$ cat config.mk
export PLATFORM = sky130hd
export DESIGN_NAME = running_gcd_of_sequence
export DESIGN_NICKNAME = d
export VERILOG_FILES = /design/src/rgcd_pkg.sv /design/src/running_gcd_of_sequence.sv
export VERILOG_INCLUDE_DIRS = /design/src /design/src/src
export SDC_FILE = /design/constraint.sdc
export NUM_CORES = 1
export LEC_CHECK = 0
export ABC_AREA = 1
export BUFFER_PORTS_ARGS = -buffer_cell sky130_fd_sc_hd__buf_2
export CAP_MARGIN = 20
export CELL_PAD_IN_SITES_DETAIL_PLACEMENT = 0
export CELL_PAD_IN_SITES_GLOBAL_PLACEMENT = 1
export CORE_MARGIN = 4
export CORE_UTILIZATION = 49
export CTS_CLUSTER_DIAMETER = 30
export CTS_CLUSTER_SIZE = 30
export DETAILED_ROUTE_END_ITERATION = 8
export PLACE_DENSITY = 0.89
export SLEW_MARGIN = 5
export SYNTH_ARGS = -nofsm -noshare
export SYNTH_HDL_FRONTEND = slang
export SYNTH_SLANG_ARGS = --single-unit
$ cat constraint.sdc
create_clock -name i_clk -period 5.5 [get_ports i_clk]
set_input_delay 1.1 -clock i_clk [delete_from_list [all_inputs] [get_ports i_clk]]
set_output_delay 1.1 -clock i_clk [all_outputs]
set_load 0.005 [all_outputs]
$ cat src/running_gcd_of_sequence_assert.svh
// Assertion macros for the running gcd block.
// Used by running_gcd_of_sequence.sv; needs a clock i_clk and reset i_rst_n in scope.
`ifndef RUNNING_GCD_OF_SEQUENCE_ASSERT_SVH
`define RUNNING_GCD_OF_SEQUENCE_ASSERT_SVH

// Checked at every rising edge outside reset.
`define RGCD_ASSERT(label, prop, msg) \
    label: assert property (@(posedge i_clk) disable iff (!i_rst_n) prop) else $error(msg);

// Checked at every rising edge, reset included.
`define RGCD_ASSERT_ALWAYS(label, prop, msg) \
    label: assert property (@(posedge i_clk) prop) else $error(msg);

`endif

$ cat src/rgcd_pkg.sv
// Package for the running gcd block: sequencer step codes, control word type
// and the microcode table. No dependencies.
package rgcd_pkg;

    localparam int DATA_WIDTH_DEF = 32;

    typedef logic [2:0] t_pc;

    localparam t_pc PC_WAIT   = 3'd0;
    localparam t_pc PC_LOAD   = 3'd1;
    localparam t_pc PC_STEP   = 3'd2;
    localparam t_pc PC_FINISH = 3'd3;
    localparam t_pc PC_CHECK  = 3'd4;
    localparam t_pc PC_EMIT   = 3'd5;

    typedef enum logic [2:0] {
        UOP_NOP,
        UOP_WAIT,
        UOP_LOAD,
        UOP_STEP,
        UOP_FINISH,
        UOP_EMIT
    } t_uop;

    typedef enum logic [2:0] {
        COND_ACCEPT,
        COND_SEEN,
        COND_DONE,
        COND_LAST,
        COND_OUT_FREE
    } t_cond;

    typedef struct packed {
        t_uop  op;
        t_cond cond;
        t_pc   on_true;
        t_pc   on_false;
    } t_uword;

    function automatic t_uword ucode_rom(input t_pc pc);
        t_uword w;
        unique case (pc)
            PC_WAIT:   w = '{UOP_WAIT,   COND_ACCEPT,   PC_LOAD,   PC_WAIT};
            PC_LOAD:   w = '{UOP_LOAD,   COND_SEEN,     PC_STEP,   PC_CHECK};
            PC_STEP:   w = '{UOP_STEP,   COND_DONE,     PC_FINISH, PC_STEP};
            PC_FINISH: w = '{UOP_FINISH, COND_LAST,     PC_EMIT,   PC_WAIT};
            PC_CHECK:  w = '{UOP_NOP,    COND_LAST,     PC_EMIT,   PC_WAIT};
            PC_EMIT:   w = '{UOP_EMIT,   COND_OUT_FREE, PC_WAIT,   PC_EMIT};
            default:   w = '{UOP_NOP,    COND_ACCEPT,   PC_WAIT,   PC_WAIT};
        endcase
        return w;
    endfunction

endpackage

$ cat src/running_gcd_of_sequence.sv
// Running gcd of a signed sequence, driven by a microcoded sequencer.
// Depends on rgcd_pkg and running_gcd_of_sequence_assert.svh.
//
//  channel | signals                      | direction
//  input   | i_valid, o_stall, i_value,   | in, transfer when i_valid and !o_stall
//          | i_last                       |
//  output  | o_valid, i_stall, o_divisor  | out, transfer when o_valid and !i_stall
//
// One item is taken at a time. An item is taken in the wait step and then loaded.
// The first element of a sequence then takes a check step; every later element
// runs a binary gcd loop, one step per cycle, and then a finish step.
// A last element then enters an emit step, which waits while the output register
// is held by i_stall; the input stays stalled until then.
// Reset is synchronous and active low and clears the sequence state.
module running_gcd_of_sequence #(
    parameter int DATA_WIDTH = rgcd_pkg::DATA_WIDTH_DEF
) (
    input  logic                         i_clk,
    input  logic                         i_rst_n,
    input  logic                         i_valid,
    output logic                         o_stall,
    input  logic signed [DATA_WIDTH-1:0] i_value,
    input  logic                         i_last,
    output logic                         o_valid,
    input  logic                         i_stall,
    output logic signed [DATA_WIDTH-1:0] o_divisor
);
    import rgcd_pkg::*;

    localparam int MW = DATA_WIDTH - 1;
    localparam int KW = $clog2(DATA_WIDTH);

    t_pc             r_pc;
    t_pc             n_pc;
    t_uword          uword;
    logic            cond_hit;

    logic [DATA_WIDTH-1:0] r_value;
    logic                  r_last;
    logic [DATA_WIDTH-1:0] r_first;
    logic [MW-1:0]         r_running;
    logic [1:0]            r_seen;
    logic [MW-1:0]         r_a;
    logic [MW-1:0]         r_b;
    logic [KW-1:0]         r_k;
    logic                  r_out_valid;
    logic [DATA_WIDTH-1:0] r_divisor;

    logic [DATA_WIDTH-1:0] neg_value;
    logic [MW-1:0]         mag;
    logic                  gcd_done;
    logic                  in_xfer;
    logic                  out_xfer;
    logic                  out_free;
    logic [MW-1:0]         gcd_result;

    assign uword    = ucode_rom(r_pc);
    assign in_xfer  = i_valid && !o_stall;
    assign out_xfer = r_out_valid && !i_stall;
    assign out_free = !r_out_valid || !i_stall;
    assign gcd_done = (r_a == '0) || (r_b == '0);

    // The most negative value saturates to the largest magnitude.
    assign neg_value = ~r_value + {{(DATA_WIDTH-1){1'b0}}, 1'b1};
    always_comb begin
        if (!r_value[DATA_WIDTH-1]) begin
            mag = r_value[MW-1:0];
        end else if (r_value == {1'b1, {MW{1'b0}}}) begin
            mag = {MW{1'b1}};
        end else begin
            mag = neg_value[MW-1:0];
        end
    end

    assign gcd_result = (r_a | r_b) << r_k;

    always_comb begin
        unique case (uword.cond)
            COND_ACCEPT:   cond_hit = in_xfer;
            COND_SEEN:     cond_hit = (r_seen != 2'd0);
            COND_DONE:     cond_hit = gcd_done;
            COND_LAST:     cond_hit = r_last;
            COND_OUT_FREE: cond_hit = out_free;
            default:       cond_hit = 1'b0;
        endcase
    end

    always_comb begin
        n_pc = cond_hit ? uword.on_true : uword.on_false;
    end

    always_comb begin
        o_stall = (uword.op != UOP_WAIT);
    end

    assign o_valid   = r_out_valid;
    assign o_divisor = r_divisor;

    always_ff @(posedge i_clk) begin
        if (!i_rst_n) begin
            r_pc <= PC_WAIT;
        end else begin
            r_pc <= n_pc;
        end
    end

    always_ff @(posedge i_clk) begin
        if (!i_rst_n) begin
            r_out_valid <= 1'b0;
        end else if (uword.op == UOP_EMIT && out_free) begin
            r_out_valid <= 1'b1;
        end else if (out_xfer) begin
            r_out_valid <= 1'b0;
        end
    end

    always_ff @(posedge i_clk) begin
        if (!i_rst_n) begin
            r_seen    <= 2'd0;
            r_running <= '0;
            r_first   <= '0;
        end else begin
            unique case (uword.op)
                UOP_WAIT: begin
                    if (in_xfer) begin
                        r_value <= i_value;
                        r_last  <= i_last;
                    end
                end
                UOP_LOAD: begin
                    if (r_seen == 2'd0) begin
                        r_first   <= r_value;
                        r_running <= mag;
                        r_seen    <= 2'd1;
                    end else begin
                        r_a    <= r_running;
                        r_b    <= mag;
                        r_k    <= '0;
                        r_seen <= 2'd2;
                    end
                end
                UOP_STEP: begin
                    if (!gcd_done) begin
                        priority if (!r_a[0] && !r_b[0]) begin
                            r_a <= r_a >> 1;
                            r_b <= r_b >> 1;
                            r_k <= r_k + {{(KW-1){1'b0}}, 1'b1};
                        end else if (!r_a[0]) begin
                            r_a <= r_a >> 1;
                        end else if (!r_b[0]) begin
                            r_b <= r_b >> 1;
                        end else if (r_a >= r_b) begin
                            r_a <= r_a - r_b;
                        end else begin
                            r_b <= r_b - r_a;
                        end
                    end
                end
                UOP_FINISH: begin
                    r_running <= gcd_result;
                end
                UOP_EMIT: begin
                    if (out_free) begin
                        r_divisor <= (r_seen == 2'd1) ? r_first : {1'b0, r_running};
                        r_seen    <= 2'd0;
                        r_running <= '0;
                        r_first   <= '0;
                    end
                end
                UOP_NOP: begin
                end
                default: begin
                end
            endcase
        end
    end

    `include "running_gcd_of_sequence_assert.svh"

    `RGCD_ASSERT(a_take_then_load,
        in_xfer |=> r_pc == PC_LOAD,
        "transfer not followed by load")
    `RGCD_ASSERT(a_step_shrinks,
        (r_pc == PC_STEP && !gcd_done) |=> (r_a <= $past(r_a) && r_b <= $past(r_b)),
        "gcd operands grew")
    `RGCD_ASSERT(a_emit_holds,
        (r_pc == PC_EMIT && r_out_valid && i_stall) |=> r_pc == PC_EMIT,
        "emit overran a held result")
    `RGCD_ASSERT_ALWAYS(a_emit_seen,
        (i_rst_n && r_pc == PC_EMIT) |-> r_seen != 2'd0,
        "emit with empty sequence")

endmodule

==> reports/metrics.csv, run 1 <==
metric,value,unit
utilization after layout,0.564,
"most common cell after layout, fill and taps aside",nand2_1,
Reg2Reg Setup Slack,1.75,ns
Post-Layout Cell Count,2865,
Initial Util,0.501,
core area,0.0319,sq mm
global-route wire length before repair,90500,um
post-synth cell types,50,
CP Cell Sequence,"inv_1, ha_1, nor2_2, nand2_1, nand3_2, nand2_2, nand2_2, nand2_1, nand2_2, nand2_2, nand3_4, nand2_1, nand2_1, nor2_2, buf_4",
Setup TNS Final,0,ns
CP top delay family,simple AND/OR/NAND/NOR gates,
CTS tree,built,
"Clk pin slew, worst setup/hold paths",0.05,ns
clock network power share,0.387,
vias,16144,
placed insts,2796,
Critical Path Fanout Max,30,
Setup-failing EPs final,0,
Slew headroom,0.327,
Post-DRT Antenna Nets,0,
Worst path slowest cell,edfxtp_1,
Worst Hold Class,reg -> reg,
area post-placement,0.0167,sq mm
Total GRT Usage,0.330,
P_leak,8.44,nW
cell count after synthesis,2352,
outcome,"complete, no violations",
# IOs,71,
crit path buf inv count,2,
power density over the cells,327,mW/mm^2
DRT Pass-1 Iters,5,
Clock Path Buffers,3,
#FFs+latches synth,201,
Row Count,65,
Die H,189,um
area delta synth->final,12.4,%
Yosys warning total,0,
CP Launch Point,r_b[1]$_DFFE_PP_,
GP Congestion,0.974,
final wirelength,60100,um
Final Cell Area,0.0180,sq mm
Final Cycle Share,0.681,
Filler Cells Inserted,3157,
syn nets,2485,
post-cts sizing count,0,
routed vias/inst,5.63,
Die Wd,189,um
CP Launch Type,flop,
largest net degree at the start of global routing,62,
sequential fraction of the synthesis area,0.334,
actual slew at the worst max-slew pin,1.01,ns
max incr delay on CP,0.56,ns
Nets,2534,
CTS root buffer,clkbuf_16,
Post-Syn Area,0.0160,sq mm
DP HPWL,48000,um
Post-CTS Setup Bufs,0,
Num CTS Buffers,37,
TritonCTS Sinks,201,
Synth Area per Inst,6.80,sq um
Worst VDD drop,0.000320,V
most frequent cells in the layout,"680 x nand2_1, 284 x inv_1, 227 x nand3_1",
"Req. time, crit path",5.68,ns
Main synth FF type,edfxtp_1,
Hold Buf Count CTS,0,
Clock Latency Late Sink,0.53,ns
DRC,0,
DR iter-0 viols,1635,
Final Skew,0.0207,ns
max frequency,267,MHz
die area,0.0356,sq mm
internal cell power,3.82,mW
switching power total,2.05,mW
minimum clock period,3.75,ns
RR Startpoint,r_b[1]$_DFFE_PP_,
drt wl/cell,21.0,um
number of global-route vias before repair,15450,
async set or reset register ratio after synthesis,0,
number of enable flip-flop cells after synthesis,132,
HP Start,r_first[26]$_SDFFE_PN0P_,
H-tree depth,2,
fin. max-slew vios,0,
Crit Path Class,reg -> reg,
sw frac,0.349,
Worst Path Arrival,3.93,ns
RSZ-0062 raised after global routing,no,
fraction of layout cells with a size suffix above 1,0.110,
MaxCap Viol Count,0,
Power Total,5.87,mW
Worst Setup End Kind,flop,
Congestion Overflow GR,0,
Combinational Power Share,0.266,
Flop pwr share,0.347,
PortBufs,70,
antenna violations before repair,1,
Fin. Hold Viols,0,
logic make-up after synthesis:
group | count (synthesis) | synth area share
buffers and inverters | 390 | 0.0953
AND/OR/NAND/NOR | 1244 | 0.333
XOR/XNOR | 35 | 0.0192
AO/OA/AOI/OAI | 357 | 0.121
multiplexers | 29 | 0.0204
adder cells (fa/ha/maj) | 96 | 0.0761
flip-flops | 201 | 0.334
path summary, 6_finish.rpt:
check / end / cells past startpoint
hold / removal: r_first[26]$_SDFFE_PN0P_ / 2
hold reg to reg: r_first[26]$_SDFFE_PN0P_ / 2
setup / recovery: r_b[2]$_DFFE_PP_ / 15
setup reg to reg: r_b[2]$_DFFE_PP_ / 15
area by class of cell:
cell class / instances / area (sq um) / area share
Multi-Input combinational cell: 1761 / 9140 / 0.509
Sequential cell: 201 / 5350 / 0.297
Inverter: 308 / 1160 / 0.0643
Clock buffer: 42 / 987 / 0.0549
Tap cell: 435 / 544 / 0.0303
Timing Repair Buffer: 92 / 536 / 0.0298
Clock inverter: 25 / 260 / 0.0145
Antenna cell: 1 / 2.50 / 0.000139
synthesized netlist by cell type, drive strengths merged (16+ instances only):
master,count,area (sq um)
nand2,689,2610
inv,303,1140
nand3,229,1160
nor2,227,947
a21oi,196,988
edfxtp,132,3960
o21ai,112,598
ha,94,1180
dfxtp,69,1380
clkbuf,54,204
nand4,49,307
xor2,33,289
buf,28,164
mux2,28,315
nor3,16,85.1
or2,16,100
power by group through the flow:
stage / logic (mW) / clock network (mW) / registers [mW]
final: 1.56 / 2.27 / 2.04
after global routing: 1.73 / 2.36 / 2.06
after CTS: 1.52 / 2.29 / 2.03
after detailed placement: 1.51 / 0 / 2.06
after global placement: 1.49 / 0 / 2.06
after floorplan: 1.07 / 0 / 1.98
metrics by stage:
step / worst slack (ns) / hold slack (ns)
floorplan: 1.94 / 0.438
global placement: 1.86 / 0.445
detailed placement: 1.85 / 0.454
CTS: 1.82 / 0.462
global route: 1.60 / 0.479
finish: 1.75 / 0.461
worst register-to-register path, stage by stage (launching register included):
cell,delay [ns]
edfxtp_1,0.56
inv_1,0.20
ha_1,0.40
nor2_2,0.10
nand2_1,0.09
nand3_2,0.12
nand2_2,0.09
nand2_2,0.08
nand2_1,0.10
nand2_2,0.12
nand2_2,0.12
nand3_4,0.41
nand2_1,0.24
nand2_1,0.08
nor2_2,0.30
buf_4,0.39
layer usage:
layer | global-route usage | vias up | wire, um
met2 | 0.551 | 732 | 27800
li1 | - | 7794 | -
met1 | 0.431 | 7486 | 24500
met4 | 0.142 | 0 | 2930
met3 | 0.0448 | 132 | 4880
met5 | 0 | - | 0
sequential cells by signal, indices dropped and copies added (netlist names):
signal / count
o_divisor: 32
o_valid: 1
r_a: 31
r_b: 31
r_first: 32
r_k: 5
r_last: 1
r_pc: 3
r_running: 31
r_seen: 2
r_value: 32
(Power assumes the default switching activity.)
==> run 2: changes to the inputs <==
CORE_UTILIZATION = 46   (was 49)
PLACE_DENSITY = 0.85   (was 0.89)
clock period = 3.79 ns   (was 5.5 ns; I/O delays follow)
==> run 2 against run 1 <==
Total power increased by 44%. Non-clock buffer count increased by 11. Cell area increased by 0.33%. Sequential power increased by 45%. Global-route usage decreased by 2.1 points. Flip-flop and latch count unchanged. Largest cell class unchanged. Largest power group unchanged. Highest routed layer unchanged.
==> reports/metrics.csv, run 2 (synthesized netlist as in run 1, its figures left out) <==
metric,value,unit,change
Total GRT Usage,0.309,,was 0.330
Setup-failing EPs final,0,,unchanged
CTS tree,built,,unchanged
PortBufs,70,,unchanged
Hold Buf Count CTS,0,,unchanged
Final Cycle Share,0.891,,was 0.681
antenna violations before repair,0,,was 1
Post-Layout Cell Count,2889,,was 2865
area delta synth->final,12.8,%,was 12.4%
post-cts sizing count,0,,unchanged
Worst Hold Class,in -> reg,,was reg -> reg
Final WS setup,0.412,ns,was 1.75 ns
Die H,194,um,was 189 um
Final Skew,0.0287,ns,was 0.0207 ns
vias,16160,,was 16144
switching power total,2.93,mW,was 2.05 mW
die area,0.0378,sq mm,was 0.0356 sq mm
final wirelength,60800,um,was 60100 um
area post-placement,0.0168,sq mm,was 0.0167 sq mm
"Req. time, crit path",3.98,ns,was 5.68 ns
"worst slack, placed",0.468,ns,was 1.85 ns
TritonCTS Sinks,201,,unchanged
fin. max-slew vios,0,,unchanged
DRC,0,,unchanged
most frequent cells in the layout,"680 x nand2_1, 284 x inv_1, 227 x nand3_1",,unchanged
Clock Path Buffers,3,,unchanged
Worst Path Arrival,3.57,ns,was 3.93 ns
Worst Setup End Kind,flop,,unchanged
routed vias/inst,5.59,,was 5.63
Post-DRT Antenna Nets,0,,unchanged
Antenna Cells,0,,was 1
power density over the cells,469,mW/mm^2,was 327 mW/mm^2
CTS root buffer,clkbuf_16,,unchanged
"most common cell after layout, fill and taps aside",nand2_1,,unchanged
MaxCap Viol Count,0,,unchanged
Slew headroom,0.397,,was 0.327
minimum clock period,3.38,ns,was 3.75 ns
DR iter-0 viols,1834,,was 1635
Post-CTS Setup Bufs,0,,unchanged
Flop pwr share,0.349,,was 0.347
drt wl/cell,21.0,um,about the same
register area,0.00535,sq mm,unchanged
Multi-input gate area,0.00914,sq mm,unchanged
DRT Pass-1 Iters,6,,was 5
actual slew at the worst max-slew pin,0.903,ns,was 1.01 ns
Die Wd,194,um,was 189 um
CP Launch Type,flop,,unchanged
Crit Path Class,reg -> reg,,unchanged
Combinational Power Share,0.275,,was 0.266
Clock Latency Late Sink,0.52,ns,was 0.53 ns
core area,0.0344,sq mm,was 0.0319 sq mm
RSZ-0062 raised after global routing,no,,unchanged
max frequency,296,MHz,was 267 MHz
# IOs,71,,unchanged
global-route wire length before repair,90900,um,was 90500 um
sw frac,0.347,,was 0.349
Final Cell Area,0.0180,sq mm,about the same
P_leak,8.46,nW,was 8.44 nW
Congestion Overflow GR,0,,unchanged
Worst VDD drop,0.000422,V,was 0.000320 V
outcome,"complete, no violations",,unchanged
fraction of layout cells with a size suffix above 1,0.112,,was 0.110
Filler Cells Inserted,3453,,was 3157
"Clk pin slew, worst setup/hold paths",0.06,ns,was 0.05 ns
clock network power share,0.376,,was 0.387
Setup TNS Final,0,ns,unchanged
internal cell power,5.52,mW,was 3.82 mW
Num CTS Buffers,34,,was 37
placed insts,2828,,was 2796
GP Congestion,1.00,,was 0.974
Initial Util,0.465,,was 0.501
DP HPWL,49200,um,was 48000 um
H-tree depth,2,,unchanged
largest net degree at the start of global routing,61,,was 62
Critical Path Fanout Max,30,,unchanged
number of global-route vias before repair,15447,,was 15450
Nets,2542,,was 2534
Fin. Hold Viols,0,,unchanged
Row Count,68,,was 65
[run 2: stage by stage]
step                      power, mW  hold slack (ns)  utilization
after floorplan                4.43            0.438            -
after global placement         5.23            0.445        0.490
after detailed placement       5.24            0.452        0.490
after CTS                      8.42            0.392        0.525
after global routing           8.82            0.399        0.525
final                          8.45            0.410        0.525
[run 2: power groups by stage]
stage               clock network [mW]  logic [mW]  registers (mW)
floorplan                            0        1.55            2.87
global placement                     0        2.26            2.97
detailed placement                   0        2.26            2.98
CTS                               3.20        2.28            2.94
global route                      3.31        2.54            2.98
finish                            3.18        2.32            2.95
[run 2: final cells by class]
type                    count  share of cell area
well taps                 455              0.0316
multi-input cells        1761               0.507
inverters                 308              0.0641
clock buffers              44              0.0534
flip-flops and latches    201               0.296
repair buffers            103              0.0353
clock inverters            17              0.0124
[run 2: worst paths after layout]
kind                       startpoint                        to  slack (ns)  depth (start not counted)
min                       i_value[11]     r_value[11]$_DFFE_PP_        0.41                          1
max reg2reg         r_b[10]$_DFFE_PP_          r_a[6]$_DFFE_PP_        0.41                         14
min reg2reg  r_first[24]$_SDFFE_PN0P_  r_first[24]$_SDFFE_PN0P_        0.46                          2
max                 r_b[10]$_DFFE_PP_          r_a[6]$_DFFE_PP_        0.41                         14
[run 2: critical path, cell delays in order (launching register included)]
cell and delay (ns):
edfxtp_1 0.55, inv_1 0.12, ha_1 0.39, nor2_2 0.22, nand2_2 0.10, nor2_2 0.20
nand3_1 0.24, nor2_2 0.18, inv_2 0.06, nand3_4 0.30, inv_2 0.08, nand3_1 0.09
nand2_1 0.08, nor2_2 0.18, buf_12 0.24
[run 2: routing by layer]
layer	track usage	wire, um	up-vias
met1	0.417	25900	7584
met5	0	0	-
met3	0.0305	3960	107
met2	0.515	28400	651
met4	0.120	2460	0
li1	-	-	7818
==> run 3: changes to the inputs <==
ABC_AREA = 0   (was 1)
ABC_CLOCK_PERIOD_IN_PS = 3790   (was default)
CORE_UTILIZATION = 49   (was 46)
PLACE_DENSITY = 0.84   (was 0.85)
==> run 3 against run 2 <==
Combinational power fell by 50%. Largest cell class unchanged. Clock power increased by 3%. Area after synthesis is 8.7% lower. Largest power group unchanged. Clock-buffer cell count increased by 1. First-iteration DRC count is 4.0% lower. Global-route usage is 2.7 points lower. Core utilization is 6.7 points higher. Flip-flop and latch count stayed put. Register-to-register slack got worse by 0.34 ns.
==> reports/metrics.csv, run 3 <==
metric,value,unit,change
Crit Path Class,reg -> reg,,unchanged
die area,0.0326,sq mm,was 0.0378 sq mm
outcome,"complete, no violations",,unchanged
Fin. Hold Viols,0,,unchanged
Hold Buf Count CTS,0,,unchanged
Synth Area per Inst,9.18,sq um,was 6.80 sq um
synth top area cells,"edfxtp_1 27%, dfxtp_1 9.5%, ha_1 8.1%",,"was edfxtp_1 25%, nand2_1 16%, dfxtp_1 8.6%"
hold slack,0.417,ns,was 0.410 ns
core area,0.0290,sq mm,was 0.0344 sq mm
GP Congestion,0.990,,was 1.00
Yosys warning total,0,,unchanged
Die Wd,181,um,was 194 um
Worst Setup End Kind,flop,,unchanged
actual slew at the worst max-slew pin,1.02,ns,was 0.903 ns
most frequent cells in the layout,"168 x nor2_1, 132 x edfxtp_1, 118 x a21oi_1",,"was 680 x nand2_1, 284 x inv_1, 227 x nand3_1"
syn nets,1722,,was 2485
Clock Latency Late Sink,0.51,ns,was 0.52 ns
"most common cell after layout, fill and taps aside",nor2_1,,was nand2_1
CTS root buffer,clkbuf_16,,unchanged
Post-DRT Antenna Nets,0,,unchanged
Initial Util,0.503,,was 0.465
minimum clock period,3.72,ns,was 3.38 ns
H-tree depth,2,,unchanged
Synth top cells by count,"170 x nor2_1, 132 x edfxtp_1, 118 x a21oi_1",,"was 681 x nand2_1, 284 x inv_1, 227 x nand3_1"
Worst Path Arrival,3.92,ns,was 3.57 ns
Final Cycle Share,0.982,,was 0.891
global-route wire length before repair,73800,um,was 90900 um
Row Count,62,,was 68
max frequency,269,MHz,was 296 MHz
async set or reset register ratio after synthesis,0,,unchanged
DP HPWL,36100,um,was 49200 um
fraction of layout cells with a size suffix above 1,0.188,,was 0.112
Post-Syn Area,0.0146,sq mm,was 0.0160 sq mm
vias,13395,,was 16160
number of enable flip-flop cells after synthesis,132,,unchanged
Setup TNS Final,0,ns,unchanged
"Req. time, crit path",3.99,ns,was 3.98 ns
Worst Hold Class,in -> reg,,unchanged
CTS tree,built,,unchanged
TritonCTS Sinks,201,,unchanged
Final WS setup,0.0693,ns,was 0.412 ns
routed vias/inst,6.36,,was 5.59
placed insts,2028,,was 2828
DRT Pass-1 Iters,5,,was 6
Nets,1825,,was 2542
CP Launch Type,flop,,unchanged
"worst slack, placed",-0.0382,ns,was 0.468 ns
PortBufs,70,,unchanged
Final Skew,0.0214,ns,was 0.0287 ns
final wirelength,47900,um,was 60800 um
post-synth top area cell,edfxtp_1,,unchanged
Power Total,7.08,mW,was 8.45 mW
Clock Path Buffers,3,,unchanged
power density over the cells,412,mW/mm^2,was 469 mW/mm^2
antenna violations before repair,0,,unchanged
Die H,181,um,was 194 um
area delta synth->final,17.6,%,was 12.8%
number of global-route vias before repair,12721,,was 15447
hold depth,1,,unchanged
Post-Layout Cell Count,2106,,was 2889
utilization after layout,0.591,,was 0.525
Critical Path Fanout Max,15,,was 30
Reg2Reg Depth,12,,was 14
Slew headroom,0.322,,was 0.397
#FFs+latches synth,201,,unchanged
Num CTS Buffers,38,,was 34
area post-placement,0.0157,sq mm,was 0.0168 sq mm
drt wl/cell,22.7,um,was 21.0 um
DRC,0,,unchanged
# IOs,71,,unchanged
top-area cell type share of the netlist area,0.272,,was 0.248
P_leak,6.84,nW,was 8.46 nW
cell count after synthesis,1589,,was 2352
Filler Cells Inserted,2513,,was 3453
fin. max-slew vios,0,,unchanged
Worst VDD drop,0.000598,V,was 0.000422 V
DR iter-0 viols,1761,,was 1834
RSZ-0062 raised after global routing,yes,,was no
Final Cell Area,0.0172,sq mm,was 0.0180 sq mm
Main synth FF type,edfxtp_1,,unchanged
MaxCap Viol Count,0,,unchanged
sequential fraction of the synthesis area,0.366,,was 0.334
Antenna Cells,0,,unchanged
Setup-failing EPs final,0,,unchanged
post-synth cell types,74,,was 50
"Clk pin slew, worst setup/hold paths",0.05,ns,was 0.06 ns
largest net degree at the start of global routing,94,,was 61
Total GRT Usage,0.282,,was 0.309
Congestion Overflow GR,0,,unchanged
most common cell in the netlist,nor2_1,,was nand2_1
run 3: cell count changes in the layout (fill, tap and decap cells not counted), moves of 23 or more:
| cell | previous run | this run |
|---|---|---|
| a21oi_1 | 194 | 118 |
| a221oi_1 | 1 | 62 |
| buf_4 | 30 | 90 |
| inv_1 | 284 | 100 |
| mux2i_1 | 1 | 24 |
| nand2_1 | 680 | 92 |
| nand3_1 | 227 | 21 |
| nand4_1 | 49 | 8 |
| nor2_1 | 200 | 168 |
| nor2b_1 | 0 | 51 |
| o21ai_0 | 100 | 64 |
| xnor2_1 | 2 | 60 |
run 3: report_power, final:
part           internal [mW]  total (mW)  switching [mW]
Sequential              2.51        2.65           0.138
Combinational          0.463        1.15           0.691
Clock                   2.14        3.27            1.13
Total                   5.11        7.08            1.96
run 3: cell families (layout without fill, tap and decap cells):
logic type	Yosys count	in the layout	share of synthesized area
AOI/OAI and AO/OA	453	453	0.212
xor gates and xnor gates	81	81	0.0486
adders and majority gates	96	96	0.0834
buffers and inverters	207	340	0.0573
DFF	201	201	0.366
muxes	80	80	0.0759
and+or+nand+nor	471	471	0.157
run 3: worst max-delay path, stage by stage (launching register included):
cell      delay (ns)
edfxtp_1        0.44
inv_1           0.11
ha_2            0.34
or4_4           0.51
or4_4           0.45
nor2_1          0.12
nand4_1         0.17
a31oi_1         0.24
o31a_2          0.29
nor3_2          0.10
a21oi_1         0.18
o31a_2          0.26
buf_12          0.18
run 3: repair_timing:
| action | in CTS | in global routing |
|---|---|---|
| pin swaps | 0 | 7 |
| hold endpoints to repair | 0 | 0 |
| setup endpoints to repair | 4 | 83 |
| gates cloned | 0 | 2 |
| setup buffers | 0 | 6 |
| resized for setup | 2 | 22 |
run 3: final timing paths:
| path | from | end | slack, ns |
|---|---|---|---|
| worst max register to register | r_b[14]$_DFFE_PP_ | r_a[26]$_DFFE_PP_ | 0.07 |
| worst min-delay path | i_value[26] | r_value[26]$_DFFE_PP_ | 0.42 |
| worst max-delay path | r_b[14]$_DFFE_PP_ | r_a[26]$_DFFE_PP_ | 0.07 |
| worst min register to register | r_first[27]$_SDFFE_PN0P_ | r_first[27]$_SDFFE_PN0P_ | 0.52 |
run 3: layout make-up:
class                      instances  area (sq um)  share of cell area
multi-input combinational       1181          8550               0.498
sequential                       201          5350               0.312
timing repair buffer             166          1140              0.0667
clock buffer                      45           987              0.0575
tap                              384           480              0.0280
inverter                         104           390              0.0228
clock inverter                    25           259              0.0151
run 3: routing by layer:
metal,vias up,wire length [um],GRT usage
met4,0,1480,0.0859
met1,6451,20400,0.406
met2,750,21800,0.445
met3,98,4190,0.0367
li1,6096,-,-
met5,-,0,0
